[src/rtl/mwd_rem.sv]
// ----------------------------------------------------------------------------
// mwd_rem
// Restoring remainder unit: one dividend bit per cycle.
// ----------------------------------------------------------------------------
`default_nettype none

module mwd_rem #(
  parameter int DIVIDEND_W = 11,
  parameter int DIVISOR_W  = 11,
  parameter int REM_W      = 10
) (
  input  logic                  clk_i,
  input  logic                  rst_ni,
  input  logic                  start_i,
  input  logic [DIVIDEND_W-1:0] dividend_i,
  input  logic [DIVISOR_W-1:0]  divisor_i,
  output logic                  done_o,
  output logic [REM_W-1:0]      rem_o
);

  localparam int CntW = $clog2(DIVIDEND_W + 1);

  logic                  busy_q;
  logic                  done_q;
  logic [CntW-1:0]       cnt_q;
  logic [DIVIDEND_W-1:0] num_q;
  logic [DIVISOR_W-1:0]  den_q;
  logic [DIVISOR_W-1:0]  rem_q;

  logic [DIVISOR_W:0]    trial;
  logic [DIVISOR_W:0]    diff;
  logic [DIVISOR_W-1:0]  rem_d;

  // Shift in the next dividend bit, subtract if it fits
  always_comb begin
    trial = {rem_q, num_q[DIVIDEND_W-1]};
    diff  = trial - {1'b0, den_q};
    if (trial >= {1'b0, den_q}) begin
      rem_d = diff[DIVISOR_W-1:0];
    end else begin
      rem_d = trial[DIVISOR_W-1:0];
    end
  end

  // Iteration control
  always_ff @(posedge clk_i or negedge rst_ni) begin
    if (!rst_ni) begin
      busy_q <= 1'b0;
      done_q <= 1'b0;
      cnt_q  <= '0;
    end else begin
      done_q <= busy_q && (cnt_q == '0);
      if (start_i) begin
        busy_q <= 1'b1;
        cnt_q  <= CntW'(DIVIDEND_W - 1);
      end else if (busy_q) begin
        if (cnt_q == '0) begin
          busy_q <= 1'b0;
        end else begin
          cnt_q <= cnt_q - CntW'(1);
        end
      end
    end
  end

  // Datapath
  always_ff @(posedge clk_i) begin
    if (start_i) begin
      num_q <= dividend_i;
      den_q <= divisor_i;
      rem_q <= '0;
    end else if (busy_q) begin
      num_q <= {num_q[DIVIDEND_W-2:0], 1'b0};
      rem_q <= rem_d;
    end
  end

  assign done_o = done_q;
  assign rem_o  = rem_q[REM_W-1:0];

endmodule

`default_nettype wire

[config.mk]
export PLATFORM = sky130hd
export DESIGN_NAME = mwd_rem
export DESIGN_NICKNAME = d
export VERILOG_FILES = /design/src/rtl/mwd_rem.sv
export SDC_FILE = /design/constraint.sdc
export NUM_CORES = 1
export LEC_CHECK = 0
export BUFFER_PORTS_ARGS = -buffer_cell sky130_fd_sc_hd__buf_2
export CORE_ASPECT_RATIO = 1.1
export CORE_UTILIZATION = 60
export CTS_CLUSTER_SIZE = 28
export DETAILED_ROUTE_END_ITERATION = 10
export PLACE_DENSITY = 0.95
export SYNTH_ARGS = -nofsm -noshare
export SYNTH_HDL_FRONTEND = slang
export SYNTH_SLANG_ARGS = --single-unit
[constraint.sdc]
create_clock -name clk_i -period 4.4 [get_ports clk_i]
set_input_delay 0.66 -clock clk_i [delete_from_list [all_inputs] [get_ports clk_i]]
set_output_delay 0.66 -clock clk_i [all_outputs]
set_load 0.005 [all_outputs]
==> Word-level counts from Yosys, hierarchy flattened <==
Cells that the tools add are included.
{ "totals": {"ff_bits": 39, "inputBits": 25, "out_inout_bits": 11, "elab_cells": 23} }
{ "classes": {"n_addsub": 2, "order_cmp": 1, "eq_ne": 1, "mux": 9, "n_reduce_logical": 4} }
{ "ops": {"columns": ["op", "count"], "rows": [
  ["11-bit 2-to-1 mux", 3],
  ["12-bit by 11-bit >= comparator with 1-bit output", 1],
  ["4-bit 2-to-1 mux", 3],
  ["11-bit subtractor", 1],
  ["4-bit logical NOT", 1],
  ["4-bit by 1-bit subtractor with 4-bit output (second input constant)", 1],
  ["1-bit 2-to-1 mux", 3],
  ["2-bit != test (second input constant)", 1],
  ["2-bit AND reduction", 1],
  ["2-bit nonzero test", 1],
  ["1-bit logical AND", 1]
]} }

==> Depth between registers and ports, before layout <==
{ "logic_depth": {"depth_word": 4, "ltp_mapped": 10, "ltp_nobuf": 9} }

==> Worst setup path after synthesis <==
No wires, ideal clock.
{ "synth_path": {"path_type": "register to register", "start": "register den_q[0]", "end": "register rem_q[10]", "setup_ns": 0.088, "arrival_time_ns": 2.275, "required_time_ns": 4.312, "path_slack_ns": 2.037, "path_stages_with_launch": 10, "n_path_buf": 1, "period_less_slack_ns": 2.363, "cell_sequence": "edfxtp_1 > ha_1 > fa_1 > nor2b_1 > o22a_1 > o2111a_2 > a211oi_2 > buf_6 > or3b_1 > a311oi_2"} }
{ "synth_via": {"elab_chain_cells": 2, "elab_cells_between_ends": 3, "classes_between": "add/sub: 1; order compare: 1; mux: 1"} }
{ "synth_lines": {"columns": ["item", "line_no", "source"], "rows": [
  ["start, declared", "27", "logic [DIVISOR_W-1:0] den_q;"],
  ["start signal, assigned", "70", "den_q <= divisor_i;"],
  ["11-bit subtractor / 12-bit by 11-bit >= comparator with 1-bit output (equally long branches)", "37, 38", null],
  ["11-bit 2-to-1 mux *", "38", "if (trial >= {1'b0, den_q}) begin"],
  ["end signal, assigned", "74", "rem_q <= rem_d;"],
  ["end, declared", "28", "logic [DIVISOR_W-1:0] rem_q;"]
]} }
Every way passes the cells marked *; elsewhere a longest branch is shown, timed or not.
A chain may end at the register's enable or synchronous reset.

==> Final worst setup path <==
{ "layout_path": {"start": "register num_q[10]", "end": "register rem_q[0]"} }
{ "layout_via": {"elab_chain_cells": 2, "elab_cells_between_ends": 3, "classes_between": "add/sub: 1; order compare: 1; mux: 1"} }
{ "layout_lines": {"columns": ["item", "line_no", "source"], "rows": [
  ["start, declared", "26", "logic [DIVIDEND_W-1:0] num_q;"],
  ["start signal, assigned", "69", "num_q <= dividend_i;"],
  ["start signal, assigned", "73", "num_q <= {num_q[DIVIDEND_W-2:0], 1'b0};"],
  ["11-bit subtractor / 12-bit by 11-bit >= comparator with 1-bit output (equally long branches)", "37, 38", null],
  ["11-bit 2-to-1 mux *", "38", null]
]} }
Marked as above.

==> impl_metrics.toml <==
[power]
netSwitchingFraction = 0.402
p_leak_nw = 1.10
comb_power_share = 0.490
power.total_mw = 1.44
p_clk_frac = 0.119
p_int_mw = 0.862
p_per_area_mw_per_mm2 = 596
p_seq_frac = 0.391
vdd_drop_max_mv = 0.256
p_sw_mw = 0.579

[floorplan]
rows = 22
dieArea_mm2 = 0.00399
die_w_um = 60.3
fp.dieH_um = 66.2
core_mm2 = 0.00344
ios = 36
start_util = 0.652

[clock_tree]
numCtsBuffers = 5
path_clk_slew_ns = 0.12
cts-root-buf = "clkbuf_4"
tritoncts = "done"
post_cts_resized = 0
hold_buffers = 0
htree_num_levels = 2
cts_setup_buffers = 0
clockBufferDepth = 2
clock_latency_ns = 0.35
clock-sinks = 39

[critical_path]
worstPathCellList = "inv_1 -> ha_1 -> fa_1 -> nor2b_1 -> o22a_1 -> o2111a_2 -> a211oi_2 -> mux2_2 -> a211oi_1"
cp_max_fo = 11
crit_type = "flip-flop to flip-flop"
crit_path_top_delay_cell = "a211oi_2"
max_stage_delay_ns = 0.53
critPathLaunchType = "flip-flop"
worstPathArrival_ns = 3.02
crit-reg2reg-launch = "num_q[10]$_DFFE_PP_"
end_kind = "flip-flop"
cp_top_family = "compound AO/OA/AOI/OAI gates"
required_ns = 4.67
reg2reg_slack_ns = 1.64
rr_worst_depth = 9
critPathBufInv = 1
worstReg2RegEnd = "rem_q[0]$_SDFFE_PP0P_"

[cells_and_area]
n_fill_cell = 245
area_delta_synth_final_pct = 7.64
diodes = 0
drive_gt1_frac = 0.270
fin_nets = 275
fin_util = 0.702

[logic_synthesis]
synth_top_area_cell = "edfxtp_1"
synth_area_per_cell_um2 = 10.6
syn-cell-area_mm2 = 0.00224
yosys.area.top_type_share = 0.294
synth-xor-area-share = 0.0234
async_flop_share = 0.154
yosys-top-cells-count = "edfxtp_1, inv_1, nand2_1, nor2_1, ha_1"
synth.mux.area_fraction = 0.0596
syn_inst = 212
synth_cell_types = 52
synth_fa_ha_area_frac = 0.0814
syn_nets = 251
synth_area_leaders = "edfxtp_1, dfxtp_1, ha_1"
synth_top_family_by_area = "simple AND/OR/NAND/NOR gates"
synth_warnings = 0
ys_seq_area_frac = 0.459
synthFlopType = "edfxtp_1"
ys_ff_latch = 39
synth_compound_area_frac = 0.145
post-synth-top-count-cell = "edfxtp_1"
synth_enable_flop_cells = 22
yosys.area_share.simple = 0.151

[sta]
tightest_slew_ns = 0.716
fin_crit_ns = 2.76
post-route-period-util = 0.627
rsz0062_at_grt = "no"
skew_ns = 0.0195
fmax_ghz = 0.363
tns_ns = 0
slew_headroom = 0.522
report.final.setup_viol = 0
slew_viol_final = 0
finalHoldViolCount = 0

[global_routing]
grt_pass1_wl_um = 6650
grt_use_total = 0.233
antenna_found_initial = 0
grt_overflow_total = 0
grt_max_degree = 40
grt_pass1_vias = 1558

[drt]
firstDrtPassIters = 4
routed_wl_um = 3850
vias = 1627
drt_iter0_markers = 100
drc_errors = 0
detail-route-antenna-nets = 0
via_per_inst = 5.71
wl_per_cell_um = 13.5

[placed_design]
port_buffers = 35
hpwl_um = 2910
gp_congestion = 0.873

[min_path]
worstHoldPathType = "input pin to async pin"

[job]
drv_cap = 0

[outcome]
outcome = "finished clean"
==> sequential cells by signal, summed over array words and instances (netlist names) <==
register	count
num_q	11
rem_q	11
done_o	1
cnt_q	4
den_q	11
busy_q	1
==> worst reg2reg max path: cells and delay by family, from the launching register on <==
family	cells	cell delay (ns)
adder cells (fa/ha/maj)	2	0.39
multiplexers	1	0.42
flip-flops	1	0.39
buffers and inverters	1	0.08
AO/OA/AOI/OAI	4	1.32
AND/OR/NAND/NOR	1	0.07
==> cells by family (layout without fill, tap and decap cells) <==
| logic type | count (synthesis) | in the layout |
|---|---|---|
| DFF | 39 | 39 |
| muxes | 12 | 12 |
| and+or+nand+nor | 64 | 64 |
| buffers and inverters | 36 | 61 |
| AOI/OAI and AO/OA | 41 | 41 |
| adders and majority gates | 14 | 14 |
| xor gates and xnor gates | 6 | 6 |
==> layout by cell type, fill, tap and decap left out, types with 2 or more instances in the layout <==
master and instances:
buf_2 35, edfxtp_1 22, inv_1 18, nand2_1 17
nor2_1 15, ha_1 13, mux2_2 11, dfxtp_1 11
a311oi_1 7, dfrtp_1 6, nor4_1 5, clkbuf_4 5
a21o_1 4, a21oi_1 4, nand3_1 4, nor3_1 4
o21ai_0 4, xnor2_1 4, or2_2 3, nor2b_1 3
o31ai_1 3, and3_1 2, nand2b_1 2, a211o_1 2
and4_1 2, a31o_2 2, or3b_1 2, a211oi_1 2
xor2_1 2
==> power by group through the flow <==
| stage | clock (mW) | sequential (mW) | combinational, mW |
|---|---|---|---|
| after global routing | 0.194 | 0.577 | 0.798 |
| after global placement | 0 | 0.564 | 0.672 |
| final | 0.172 | 0.563 | 0.706 |
| after detailed placement | 0 | 0.571 | 0.698 |
| after floorplan | 0 | 0.539 | 0.625 |
| after CTS | 0.176 | 0.561 | 0.700 |
==> final cells by class <==
| class | instances | area [um2] | share of cell area |
|---|---|---|---|
| inverter | 18 | 67.6 | 0.0280 |
| sequential | 39 | 1030 | 0.427 |
| clock buffer | 6 | 41.3 | 0.0171 |
| multi-input combinational | 137 | 1030 | 0.427 |
| clock inverter | 2 | 8.76 | 0.00363 |
| timing repair buffer | 35 | 175 | 0.0725 |
| tap | 48 | 60.1 | 0.0249 |
==> layer usage <==
layer,GRT usage,routed length [um],vias to the layer above
met2,0.380,1790,58
met5,0,0,-
met4,0.105,85,0
li1,-,-,815
met3,0.0763,276,8
met1,0.273,1690,746
==> through the flow <==
stage	setup WS, ns	hold slack [ns]	std cells	cell area (um2)
3_3_place_gp	1.87	0.487	277	2370
2_1_floorplan	2.04	0.364	212	2240
4_1_cts	1.65	0.0945	285	2420
3_5_place_dp	1.67	0.489	277	2370
6_report	1.64	0.0959	285	2420
5_1_grt	1.44	0.0739	285	2420
==> worst max path at each step <==
stage,end,slack (ns),startpoint,depth (start not counted)
after floorplan,rem_q[10]$_SDFFE_PP0P_,2.04,den_q[0]$_DFFE_PP_,9
after global placement,rem_q[0]$_SDFFE_PP0P_,1.87,num_q[10]$_DFFE_PP_,9
after detailed placement,rem_q[0]$_SDFFE_PP0P_,1.67,num_q[10]$_DFFE_PP_,9
after CTS,rem_q[0]$_SDFFE_PP0P_,1.65,num_q[10]$_DFFE_PP_,9
after global routing,rem_q[0]$_SDFFE_PP0P_,1.44,num_q[10]$_DFFE_PP_,9
final,rem_q[0]$_SDFFE_PP0P_,1.64,num_q[10]$_DFFE_PP_,9
No activity file was read; power rests on OpenSTA's default activity.
